--- config.mk ---
export PLATFORM = sky130hd
export DESIGN_NAME = lru_replacement_list_flat
export DESIGN_NICKNAME = d
export VERILOG_FILES = /design/src/rtl/core/lru_pkg.sv /design/src/rtl/core/lru_if.sv /design/src/rtl/core/lru_ctrl.sv /design/src/rtl/core/lru_dp.sv /design/src/rtl/core/lru_replacement_list.sv /design/src/flat_wrapper.sv
export SDC_FILE = /design/constraint.sdc
export NUM_CORES = 1
export LEC_CHECK = 0
export ABC_AREA = 1
export BUFFER_PORTS_ARGS = -buffer_cell sky130_fd_sc_hd__buf_2
export CELL_PAD_IN_SITES_DETAIL_PLACEMENT = 0
export CELL_PAD_IN_SITES_GLOBAL_PLACEMENT = 2
export CORE_MARGIN = 5
export CORE_UTILIZATION = 40
export DETAILED_ROUTE_END_ITERATION = 16
export PLACE_DENSITY = 0.83
export SLEW_MARGIN = 20
export SYNTH_ARGS = -nofsm -noshare
export SYNTH_HDL_FRONTEND = slang
export SYNTH_SLANG_ARGS = --single-unit
--- constraint.sdc ---
create_clock -name i_clk -period 8.65 [get_ports i_clk]
set_input_delay 0.4325 -clock i_clk [delete_from_list [all_inputs] [get_ports i_clk]]
set_output_delay 0.4325 -clock i_clk [all_outputs]
set_load 0.1 [all_outputs]
--- src/rtl/core/lru_pkg.sv ---
// ============================================================================
// lru_pkg - shared types and constants for the LRU recency list
// Block count, field widths, operation codes and the control command bundle.
// ============================================================================
package lru_pkg;

    localparam int NUM_BLOCKS = 16;
    localparam int BLK_W      = 4;
    localparam int OP_W       = 2;
    localparam int OCC_W      = 5;
    localparam int POS_W      = (NUM_BLOCKS > 1) ? $clog2(NUM_BLOCKS) : 1;
    localparam int CNT_W      = $clog2(NUM_BLOCKS + 1);

    localparam logic [OP_W-1:0] OP_TOUCH   = 2'd0;
    localparam logic [OP_W-1:0] OP_REPLACE = 2'd1;
    localparam logic [OP_W-1:0] OP_INVAL   = 2'd2;

    typedef struct packed {
        logic cap;     // latch request fields
        logic find;    // look up key, register position
        logic update;  // apply list change, load result register
    } t_cmd;

endpackage

--- src/rtl/core/lru_if.sv ---
// ============================================================================
// lru_if - request and result channels
// Valid/ready channels carrying LRU requests and replacement results.
// ============================================================================
interface lru_in_if;
    logic                          valid;
    logic                          ready;
    logic [lru_pkg::OP_W-1:0]      operation;
    logic [lru_pkg::BLK_W-1:0]     block_index;
    logic                          free_present;
    logic [lru_pkg::BLK_W-1:0]     free_index;

    modport source (output valid, operation, block_index, free_present, free_index,
                    input ready);
    modport sink   (input valid, operation, block_index, free_present, free_index,
                    output ready);
endinterface

interface lru_out_if;
    logic                          valid;
    logic                          ready;
    logic [lru_pkg::BLK_W-1:0]     victim_block;
    logic                          victim_valid;
    logic [lru_pkg::OCC_W-1:0]     occupancy;

    modport source (output valid, victim_block, victim_valid, occupancy, input ready);
    modport sink   (input valid, victim_block, victim_valid, occupancy, output ready);
endinterface

--- src/rtl/core/lru_ctrl.sv ---
// ============================================================================
// lru_ctrl - sequencer for the LRU recency list
// Steps each request through capture, lookup and update; owns result valid.
// ============================================================================
module lru_ctrl (
    input  logic          i_clk,
    input  logic          i_rst_n,
    input  logic          i_req_valid,
    output logic          o_req_ready,
    input  logic          i_rsp_ready,
    output logic          o_rsp_valid,
    output lru_pkg::t_cmd o_cmd
);
    import lru_pkg::*;

    localparam logic [1:0] S_IDLE   = 2'd0;
    localparam logic [1:0] S_FIND   = 2'd1;
    localparam logic [1:0] S_UPDATE = 2'd2;

    logic [1:0] r_state, n_state;
    logic       r_rsp_valid, n_rsp_valid;

    always_comb begin
        n_state     = r_state;
        o_cmd       = '0;
        o_req_ready = 1'b0;
        case (r_state)
            S_IDLE: begin
                o_req_ready = 1'b1;
                if (i_req_valid) begin
                    o_cmd.cap = 1'b1;
                    n_state   = S_FIND;
                end
            end
            S_FIND: begin
                o_cmd.find = 1'b1;
                n_state    = S_UPDATE;
            end
            S_UPDATE: begin
                // hold until the result register is free
                if (!r_rsp_valid || i_rsp_ready) begin
                    o_cmd.update = 1'b1;
                    n_state      = S_IDLE;
                end
            end
            default: n_state = S_IDLE;
        endcase
        n_rsp_valid = o_cmd.update ? 1'b1 : (i_rsp_ready ? 1'b0 : r_rsp_valid);
    end

    always_ff @(posedge i_clk) begin
        if (!i_rst_n) begin
            r_state     <= S_IDLE;
            r_rsp_valid <= 1'b0;
        end else begin
            r_state     <= n_state;
            r_rsp_valid <= n_rsp_valid;
        end
    end

    assign o_rsp_valid = r_rsp_valid;

endmodule

--- src/rtl/core/lru_dp.sv ---
// ============================================================================
// lru_dp - datapath of the LRU recency list
// Holds the list entries, length, lookup result and the result register.
// ============================================================================
module lru_dp (
    input  logic                       i_clk,
    input  logic                       i_rst_n,
    input  lru_pkg::t_cmd              i_cmd,
    input  logic [lru_pkg::OP_W-1:0]   i_operation,
    input  logic [lru_pkg::BLK_W-1:0]  i_block_index,
    input  logic                       i_free_present,
    input  logic [lru_pkg::BLK_W-1:0]  i_free_index,
    output logic [lru_pkg::BLK_W-1:0]  o_victim_block,
    output logic                       o_victim_valid,
    output logic [lru_pkg::OCC_W-1:0]  o_occupancy
);
    import lru_pkg::*;

    // captured request
    logic [OP_W-1:0]  r_op;
    logic [BLK_W-1:0] r_blk;
    logic             r_free_p;
    logic [BLK_W-1:0] r_free_idx;

    // list state
    logic [BLK_W-1:0] r_entry [NUM_BLOCKS];
    logic [BLK_W-1:0] n_entry [NUM_BLOCKS];
    logic [CNT_W-1:0] r_len, n_len;

    // lookup result
    logic [BLK_W-1:0] r_key, n_key;
    logic             r_found, n_found;
    logic [POS_W-1:0] r_pos, n_pos;

    // result register
    logic [BLK_W-1:0] r_victim;
    logic             r_vvalid;
    logic [OCC_W-1:0] r_occ;

    logic move, produce;

    // lookup: key is the rotated head on a replace without a free block
    always_comb begin
        if (r_op == OP_REPLACE) begin
            n_key = r_free_p ? r_free_idx : r_entry[0];
        end else begin
            n_key = r_blk;
        end
        n_found = 1'b0;
        n_pos   = '0;
        // downward scan, lowest match wins
        for (int i = NUM_BLOCKS - 1; i >= 0; i--) begin
            if ((CNT_W'(i) < r_len) && (r_entry[i] == n_key)) begin
                n_found = 1'b1;
                n_pos   = POS_W'(i);
            end
        end
    end

    assign produce = (r_op == OP_REPLACE) && (r_free_p || (r_len != '0));
    assign move    = (r_op == OP_TOUCH) || produce;

    // update: close the gap at the match and write the key at the tail; a miss appends, an invalidate empties the list
    always_comb begin
        n_len = r_len;
        for (int i = 0; i < NUM_BLOCKS; i++) begin
            n_entry[i] = r_entry[i];
            if (move && r_found) begin
                if ((i < NUM_BLOCKS - 1) && (POS_W'(i) >= r_pos)
                        && (CNT_W'(i) < r_len - CNT_W'(1))) begin
                    n_entry[i] = r_entry[(i < NUM_BLOCKS - 1) ? i + 1 : i];
                end
                if (CNT_W'(i) == r_len - CNT_W'(1)) begin
                    n_entry[i] = r_key;
                end
            end else if (move && (CNT_W'(i) == r_len)) begin
                n_entry[i] = r_key;
            end
        end
        if (move && !r_found && (r_len < CNT_W'(NUM_BLOCKS))) begin
            n_len = r_len + CNT_W'(1);
        end
        if (r_op == OP_INVAL) begin
            n_len = '0;
        end
    end

    always_ff @(posedge i_clk) begin
        if (!i_rst_n) begin
            r_len <= '0;
        end else if (i_cmd.update) begin
            r_len <= n_len;
        end
    end

    always_ff @(posedge i_clk) begin
        if (i_cmd.cap) begin
            r_op       <= i_operation;
            r_blk      <= i_block_index;
            r_free_p   <= i_free_present;
            r_free_idx <= i_free_index;
        end
        if (i_cmd.find) begin
            r_key   <= n_key;
            r_found <= n_found;
            r_pos   <= n_pos;
        end
        if (i_cmd.update) begin
            for (int i = 0; i < NUM_BLOCKS; i++) begin
                r_entry[i] <= n_entry[i];
            end
            r_victim <= produce ? r_key : '0;
            r_vvalid <= produce;
            r_occ    <= OCC_W'(n_len);
        end
    end

    assign o_victim_block = r_victim;
    assign o_victim_valid = r_vvalid;
    assign o_occupancy    = r_occ;

endmodule

--- src/rtl/core/lru_replacement_list.sv ---
// ============================================================================
// lru_replacement_list - LRU recency list for cache block replacement
// A request's fields are captured at the accepting edge; it then passes the
// parallel-lookup and shift-update steps, and update loads the result register
// (stalling while an old result waits). A new request is taken only in idle.
// Reset (synchronous, active low) empties the list; entries need no clearing.
// ============================================================================
module lru_replacement_list (
    input  logic i_clk,
    input  logic i_rst_n,
    lru_in_if.sink    i_req,
    lru_out_if.source o_rsp
);
    import lru_pkg::*;

    // Request flow:
    //   IDLE   - request taken, fields latched
    //   FIND   - all live entries compared with the key at once, first hit
    //            position registered (the key is the head on a rotate)
    //   UPDATE - entries behind the hit shift one place toward the head and
    //            the key lands at the tail; a miss appends when there is room
    // The result register sits between the list and the result channel, so
    // a new request can be taken while a result is still waiting; UPDATE
    // only stalls when the result register is still occupied.

    t_cmd cmd;

    lru_ctrl u_ctrl (
        .i_clk       (i_clk),
        .i_rst_n     (i_rst_n),
        .i_req_valid (i_req.valid),
        .o_req_ready (i_req.ready),
        .i_rsp_ready (o_rsp.ready),
        .o_rsp_valid (o_rsp.valid),
        .o_cmd       (cmd)
    );

    lru_dp u_dp (
        .i_clk          (i_clk),
        .i_rst_n        (i_rst_n),
        .i_cmd          (cmd),
        .i_operation    (i_req.operation),
        .i_block_index  (i_req.block_index),
        .i_free_present (i_req.free_present),
        .i_free_index   (i_req.free_index),
        .o_victim_block (o_rsp.victim_block),
        .o_victim_valid (o_rsp.victim_valid),
        .o_occupancy    (o_rsp.occupancy)
    );

endmodule
--- src/flat_wrapper.sv ---
// flat-port wrapper written by rule: the top's interface ports become plain ports
module lru_replacement_list_flat import lru_pkg::*;
  (i_clk, i_rst_n, i_req_valid, i_req_operation, i_req_block_index, i_req_free_present, i_req_free_index, i_req_ready, o_rsp_valid, o_rsp_victim_block, o_rsp_victim_valid, o_rsp_occupancy, o_rsp_ready);
  lru_in_if i_req_i ();
  lru_out_if o_rsp_i ();
  input  logic i_clk;
  input  logic i_rst_n;
  input wire logic [$bits(i_req_i.valid)-1:0] i_req_valid;
  input wire logic [$bits(i_req_i.operation)-1:0] i_req_operation;
  input wire logic [$bits(i_req_i.block_index)-1:0] i_req_block_index;
  input wire logic [$bits(i_req_i.free_present)-1:0] i_req_free_present;
  input wire logic [$bits(i_req_i.free_index)-1:0] i_req_free_index;
  output wire logic [$bits(i_req_i.ready)-1:0] i_req_ready;
  output wire logic [$bits(o_rsp_i.valid)-1:0] o_rsp_valid;
  output wire logic [$bits(o_rsp_i.victim_block)-1:0] o_rsp_victim_block;
  output wire logic [$bits(o_rsp_i.victim_valid)-1:0] o_rsp_victim_valid;
  output wire logic [$bits(o_rsp_i.occupancy)-1:0] o_rsp_occupancy;
  input wire logic [$bits(o_rsp_i.ready)-1:0] o_rsp_ready;
  assign i_req_i.valid = i_req_valid;
  assign i_req_i.operation = i_req_operation;
  assign i_req_i.block_index = i_req_block_index;
  assign i_req_i.free_present = i_req_free_present;
  assign i_req_i.free_index = i_req_free_index;
  assign i_req_ready = i_req_i.ready;
  assign o_rsp_valid = o_rsp_i.valid;
  assign o_rsp_victim_block = o_rsp_i.victim_block;
  assign o_rsp_victim_valid = o_rsp_i.victim_valid;
  assign o_rsp_occupancy = o_rsp_i.occupancy;
  assign o_rsp_i.ready = o_rsp_ready;
  lru_replacement_list u_core (.i_clk(i_clk), .i_rst_n(i_rst_n), .i_req(i_req_i), .o_rsp(o_rsp_i));
endmodule
==> flow_summary.toml, run 1 <==
[drt]
vias_per_cell = 5.40
dr.pass1.iters = 5
vias = 5570
wire_per_inst_um = 19.9
routed_wl_mm = 20.5
drc_errors = 0
ant_nets = 0
first_iter_violations = 510

[yosys]
syn_avg_cell_area_um2 = 7.92
synth_seq_cells = 102
synth_top_area_share = 0.449
synth_edf_count = 94
synth_nets = 815
synthXorXnorAreaFrac = 0.0348
synth_compound_area_frac = 0.138
yosysSeqAreaShare = 0.475
synth_common_cells = "nand2_1 (199), inv_1 (100), edfxtp_1 (94)"
synth_cells = 794
ys_top_cells_by_area = "edfxtp_1 (45%), nand2_1 (12%), o21ai_0 (6.7%)"
ys_warn_count = 0
yosys.cell_types.count = 46
synth_ff_type = "edfxtp_1"
yosysTopAreaCell = "edfxtp_1"
synth_most_common_cell = "nand2_1"
synth_top_family_by_area = "simple AND/OR/NAND/NOR gates"
synth_mux_area_frac = 0
synth-simple-area-share = 0.257
synthArstFlopShare = 0
synthAdderAreaFrac = 0.0119
syn_area_um2 = 6290

[die]
fp.dieH_um = 135
io_pins = 27
initial_core_util = 0.410
core_area_um2 = 15300
rows = 45
fp.dieArea_um2 = 18300
die_w_um = 135

[grt]
antenna_found_initial = 0
grt_pass1_vias = 5222
track_usage = 0.231
overflow = 0
grt_start_max_net_pins = 20
grt_pass1_wl_mm = 31.2

[clock_network]
worstSkewPairLatency_ns = 0.36
cts_setup_buffers = 0
holdBufCountCts = 0
htreeDepth = 3
cts_tree = "done"
max-clock-path-buffers = 2
root_buffer = "clkbuf_16"
cts_buffers = 9
cts_resized = 0
cts_sinks = 102
clkTransAtPathRegs_ns = 0.07

[power_and_ir_drop]
swShare = 0.278
switching_power_uw = 322
pwr-share-seq = 0.491
intPower_uw = 836
vdd_ir_drop_max_mv = 0.0973
power_density_nw_per_um2 = 168
power_frac_comb = 0.146
leakagePower_uw = 0.00293
pwr-share-clk = 0.363
power.total_uw = 1160

[final_layout]
syn_to_final_growth_pct = 9.65
nNetsFinal = 836
fillers = 1590
multi_input_area_um2 = 2780
regArea_um2 = 2980
diodes = 0
drive_above_1_share = 0.0976

[critical_path]
crit_path_top_delay_cell = "dfxtp_1"
end_kind = "register"
cpPeakStageDelay_ns = 0.77
path_cells = "inv_1 > ha_1 > nand2_1 > nor3_1 > nand2_1 > nand2_2 > o21ai_2 > inv_2 > nor2_2 > inv_1 > a31oi_2 > o21ai_0 > nand3_1 > inv_1"
r2r_slack_ns = 4.64
r2r_cells = 14
path_max_fanout = 19
worstPathArrival_ns = 4.11
start_kind = "register"
crit_required_ns = 8.76
path_class = "register to register"
r2r_start = "u_core.u_dp.r_len[0]"
regToRegEndpoint = "u_core.u_dp.r_entry[0][13]"
critPathMostFrequentCell = "inv_1"
crit_end = "u_core.u_dp.r_entry[0][13]"
cp-startpoint = "u_core.u_dp.r_len[0]"

[worst_hold_path]
min_path_type = "input pin to register"

[timing]
grt_setup_unrepaired = "no"
setup_violations = 0
skew_ns = 0.00686
worst_pin_slew_ns = 0.754
slew_headroom = 0.497
fmax_ghz = 0.250
hold_viol_final = 0
whs_ns = 0.248
report.final.slew_viol_count = 0
fin_setup_tns_ns = 0
fin_crit_ns = 4.01
post-route-period-util = 0.463

[run]
drv_cap = 0

[status]
status = "finished, final reports clean"

[placed_design]
io_buffers = 26
place_hpwl_mm = 15.6
gp_congestion = 0.959
## layout by cell type (no fill, tap or decap), types with 3 or more instances in the layout
master / netlist / layout
nand2_1: 199 / 199
inv_1: 100 / 100
edfxtp_1: 94 / 94
nor2_1: 86 / 86
o21ai_0: 84 / 84
nand3_1: 49 / 49
a21oi_1: 36 / 36
buf_2: 3 / 26
xor2_1: 25 / 25
nor3_1: 15 / 15
inv_2: 9 / 9
clkbuf_16: 0 / 9
nand2_2: 8 / 8
a31oi_1: 8 / 8
dfxtp_1: 8 / 8
ha_1: 6 / 6
nand4_1: 5 / 5
nor2_2: 4 / 4
o2111ai_1: 4 / 4
nor3_2: 3 / 3
or2_2: 3 / 3
nor2_4: 3 / 3
a31oi_2: 3 / 3
## worst min-delay path by stage
stage | startpoint | end | cells past startpoint
after floorplan | u_core.u_dp.r_key[2] | u_core.u_dp.r_entry[1][30] | 0
after global placement | u_core.u_ctrl.r_state[1] | u_core.u_ctrl.r_state[0] | 1
after detailed placement | u_core.u_ctrl.r_state[1] | u_core.u_ctrl.r_state[0] | 1
after CTS | i_req_free_index[3] | u_core.u_dp.r_free_idx[3] | 1
after global routing | i_req_block_index[3] | u_core.u_dp.r_blk[3] | 1
final | i_req_block_index[0] | u_core.u_dp.r_blk[0] | 1
## layer usage
| metal | GRT usage | vias to the layer above | share of wire |
|---|---|---|---|
| met5 | 0 | - | 0 |
| met4 | 0.0767 | 0 | 0.025 |
| met3 | 0.0420 | 24 | 0.071 |
| met2 | 0.349 | 216 | 0.44 |
| met1 | 0.335 | 2641 | 0.47 |
| li1 | - | 2689 | - |
## flip-flops by register name (all words and copies together) (netlist names)
| signal | cells |
|---|---|
| u_core.u_dp.o_occupancy | 5 |
| u_core.u_dp.r_pos | 4 |
| u_core.u_dp.r_entry | 64 |
| u_core.u_dp.r_free_p | 1 |
| u_core.u_dp.o_victim_valid | 1 |
| u_core.u_ctrl.r_state | 2 |
| u_core.u_dp.r_len | 5 |
| u_core.u_dp.o_victim_block | 4 |
| u_core.u_dp.r_found | 1 |
| u_core.u_ctrl.o_rsp_valid | 1 |
| u_core.u_dp.r_blk | 4 |
| u_core.u_dp.r_free_idx | 4 |
| u_core.u_dp.r_key | 4 |
| u_core.u_dp.r_op | 2 |
## critical path, delay by kind of cell, from the launching register on
kind | cells | cell delay (ns)
AOI/OAI and AO/OA | 3 | 0.64
adders and majority gates | 1 | 0.38
buffers and inverters | 4 | 0.91
DFF | 1 | 0.77
and+or+nand+nor | 6 | 1.07
## metrics by stage
step           cell area, um2  cells  worst slack (ns)  utilization
2_1_floorplan            6290    794              5.71            -
3_3_place_gp             6590   1015              4.85        0.430
3_5_place_dp             6590   1015              4.71        0.430
4_1_cts                  6890   1031              4.68        0.450
5_1_grt                  6890   1031              4.26        0.450
6_report                 6890   1031              4.64        0.450
## final cells by class
cell class,count,area share
inverter,111,0.0608
clock inverter,3,0.00617
sequential,102,0.433
clock buffer,13,0.0378
tap,211,0.0383
timing repair buffer,28,0.0211
multi-input combinational,563,0.403
## power by group through the flow
stage / logic, uW / clock network [uW] / registers (uW)
floorplan: 116 / 0 / 578
global placement: 165 / 0 / 580
detailed placement: 167 / 0 / 579
CTS: 168 / 428 / 569
global route: 186 / 448 / 570
finish: 169 / 421 / 569
## logic make-up (layout without fill, tap and decap cells)
kind of cell | count (synthesis) | count (layout)
and+or+nand+nor | 379 | 379
AOI/OAI and AO/OA | 153 | 153
buffers and inverters | 129 | 155
DFF | 102 | 102
xor gates and xnor gates | 25 | 25
adders and majority gates | 6 | 6
No activity file was read; power rests on OpenSTA's default activity.
==> run 2: changes to the inputs <==
Settings changed: ABC_AREA 1 to 0, CORE_UTILIZATION 40 to 43, PLACE_DENSITY 0.83 to 0.79.
Clock period 8.65 ns to 3.7 ns, I/O delays scaled along.
==> flow_summary.toml, run 2 <==
[drt]
dr.pass1.iters = 5
drt-met1-wl_mm = 8.25
first_iter_violations = 493
drc_errors = 0
vias = 4627
wire_per_inst_um = 23.3
routed_wl_mm = 18.3
ant_nets = 0
wl_met3_mm = 1.06
top_layer = "met4"
vias_per_cell = 5.89
met2_length_mm = 8.53

[final_layout]
final_cell_mix = "edfxtp_1 (94), mux2_2 (60), xor2_1 (44)"
largest_reg_flops = 64
multi_input_area_um2 = 3270
fillers = 1395
drive_above_1_share = 0.227
design_area_um2 = 7120
diodes = 0
final_core_util = 0.474
regMostFlops = "u_core.u_dp.r_entry"
regArea_um2 = 2980
syn_to_final_growth_pct = 9.61
nNetsFinal = 614
layout_commonest_cell = "edfxtp_1"

[critical_path]
cpPeakStageDelay_ns = 0.57
crit_path_top_delay_cell = "a211oi_1"
r2r_start = "u_core.u_dp.r_len[0]"
regToRegEndpoint = "u_core.u_dp.r_entry[0][10]"
r2r_cells = 8
start_kind = "register"
r2r_slack_ns = 0.35
crit_end = "u_core.u_dp.r_entry[0][10]"
crit_required_ns = 3.69
cp-startpoint = "u_core.u_dp.r_len[0]"
path_cells = "inv_1 > ha_1 > nor3b_1 > xnor2_1 > nor3_2 > and2_1 > a21oi_1 > a211oi_1"
path_class = "register to register"
worstPathArrival_ns = 3.34
end_kind = "register"
path_max_fanout = 8

[yosys]
yosys.cell_types.count = 68
synth_cells = 570
yosysTopAreaCell = "edfxtp_1"
synth_mux_area_frac = 0.139
synth-simple-area-share = 0.115
synthAdderAreaFrac = 0.0116
synth_edf_count = 94
synthArstFlopShare = 0
ys_warn_count = 0
synth_nets = 591
synth_ff_type = "edfxtp_1"
syn_avg_cell_area_um2 = 11.4
synth_most_common_cell = "edfxtp_1"
synth_seq_cells = 102
synth_compound_area_frac = 0.121
ys_top_cells_by_area = "edfxtp_1 (43%), mux2_2 (10%), xor2_1 (5.9%)"
synthXorXnorAreaFrac = 0.117
synth_top_area_share = 0.434
yosysSeqAreaShare = 0.459
synth_common_cells = "edfxtp_1 (94), mux2_2 (60), xor2_1 (44)"
syn_area_um2 = 6500
synth_top_family_by_area = "multiplexers"

[clock_network]
htreeDepth = 3
clkTransAtPathRegs_ns = 0.07
cts_buffers = 9
cts_setup_buffers = 0
cts_sinks = 102
max-clock-path-buffers = 2
root_buffer = "clkbuf_16"
worstSkewPairLatency_ns = 0.36
cts_tree = "done"

[die]
die_w_um = 133
fp.dieArea_um2 = 17700
io_pins = 27
rows = 45
fp.dieH_um = 133
initial_core_util = 0.432
core_area_um2 = 15000

[timing]
fin_crit_ns = 3.35
slew_headroom = 0.407
setup_violations = 0
skew_ns = 0.00712
hold_viol_final = 0
fmax_ghz = 0.299
worst_pin_slew_ns = 0.887
fin_setup_tns_ns = 0
post-route-period-util = 0.905
setup_slack_ns = 0.351
grt_setup_unrepaired = "no"
report.final.slew_viol_count = 0

[power_and_ir_drop]
pwr-share-clk = 0.358
switching_power_uw = 644
vdd_ir_drop_max_mv = 0.193
power_density_nw_per_um2 = 356
pwr-share-seq = 0.524
leakagePower_uw = 0.00242
power_frac_comb = 0.118
intPower_uw = 1890
swShare = 0.254

[status]
status = "finished, final reports clean"

[grt]
grt_pass1_wl_mm = 28.7
grt_pass1_vias = 4731
antenna_found_initial = 0
track_usage = 0.215
grt_start_max_net_pins = 20
overflow = 0

[placed_design]
pre_cts_ws_ns = 0.425
place_hpwl_mm = 13.5
io_buffers = 26
gp_congestion = 0.914
placed_area_um2 = 6780

[run]
drv_cap = 0

[worst_hold_path]
min_path_type = "input pin to register"
==> run 2: logic make-up after synthesis <==
group / after synthesis
simple gates: 132
compound gates: 117
flops: 102
xor+xnor: 87
mux: 76
buf+inv: 50
fa+ha+maj: 6
==> run 2: timing repair <==
| item | CTS | global route |
|---|---|---|
| hold endpoints to repair | 6 | 0 |
| hold buffers | 6 | 0 |
| gates resized for setup | 0 | 0 |
==> run 2: final cells by class <==
type,instances,share of cell area
clock buffer,12,0.0346
clock inverter,4,0.00439
inverter,17,0.00896
multi-input combinational,418,0.460
sequential,102,0.419
tap,188,0.0330
timing repair buffer,45,0.0404
==> run 2: how the worst min path moves through the flow <==
stage | from | endpoint | slack, ns | cells past startpoint
2_1_floorplan | i_req_block_index[0] | u_core.u_dp.r_blk[0] | 0.28 | 0
6_report | i_req_free_index[0] | u_core.u_dp.r_free_idx[0] | 0.01 | 1
4_1_cts | i_req_free_index[0] | u_core.u_dp.r_free_idx[0] | 0.007 | 1
3_5_place_dp | i_req_free_index[2] | u_core.u_dp.r_free_idx[2] | 0.36 | 1
5_1_grt | i_req_block_index[1] | u_core.u_dp.r_blk[1] | 0.01 | 1
3_3_place_gp | i_req_block_index[0] | u_core.u_dp.r_blk[0] | 0.36 | 1
==> run 2: power groups by stage <==
stage	clock [uW]	sequential [uW]	combinational [uW]
floorplan	0	1340	231
finish	907	1330	300
detailed placement	0	1350	294
global route	971	1330	323
CTS	928	1330	300
global placement	0	1350	289
==> run 2: per-stage QoR <==
stage	std cells	hold slack [ns]	total power [uW]
6_report	786	0.0147	2540
5_1_grt	786	0.0113	2630
4_1_cts	786	0.00685	2560
3_5_place_dp	764	0.363	1650
3_3_place_gp	764	0.363	1640
2_1_floorplan	570	0.284	1570
==> run 2: critical path, delay by kind of cell (launching register included) <==
family,cells,cell delay (ns)
AND/OR/NAND/NOR,3,1.08
AO/OA/AOI/OAI,2,0.80
adder cells (fa/ha/maj),1,0.33
flip-flops,1,0.31
buffers and inverters,1,0.23
XOR/XNOR,1,0.23
==> run 2: routing by layer <==
layer,vias to the layer above,track usage
li1,2171,-
met1,2278,0.297
met2,150,0.338
met3,28,0.0312
met4,0,0.0889
met5,-,0
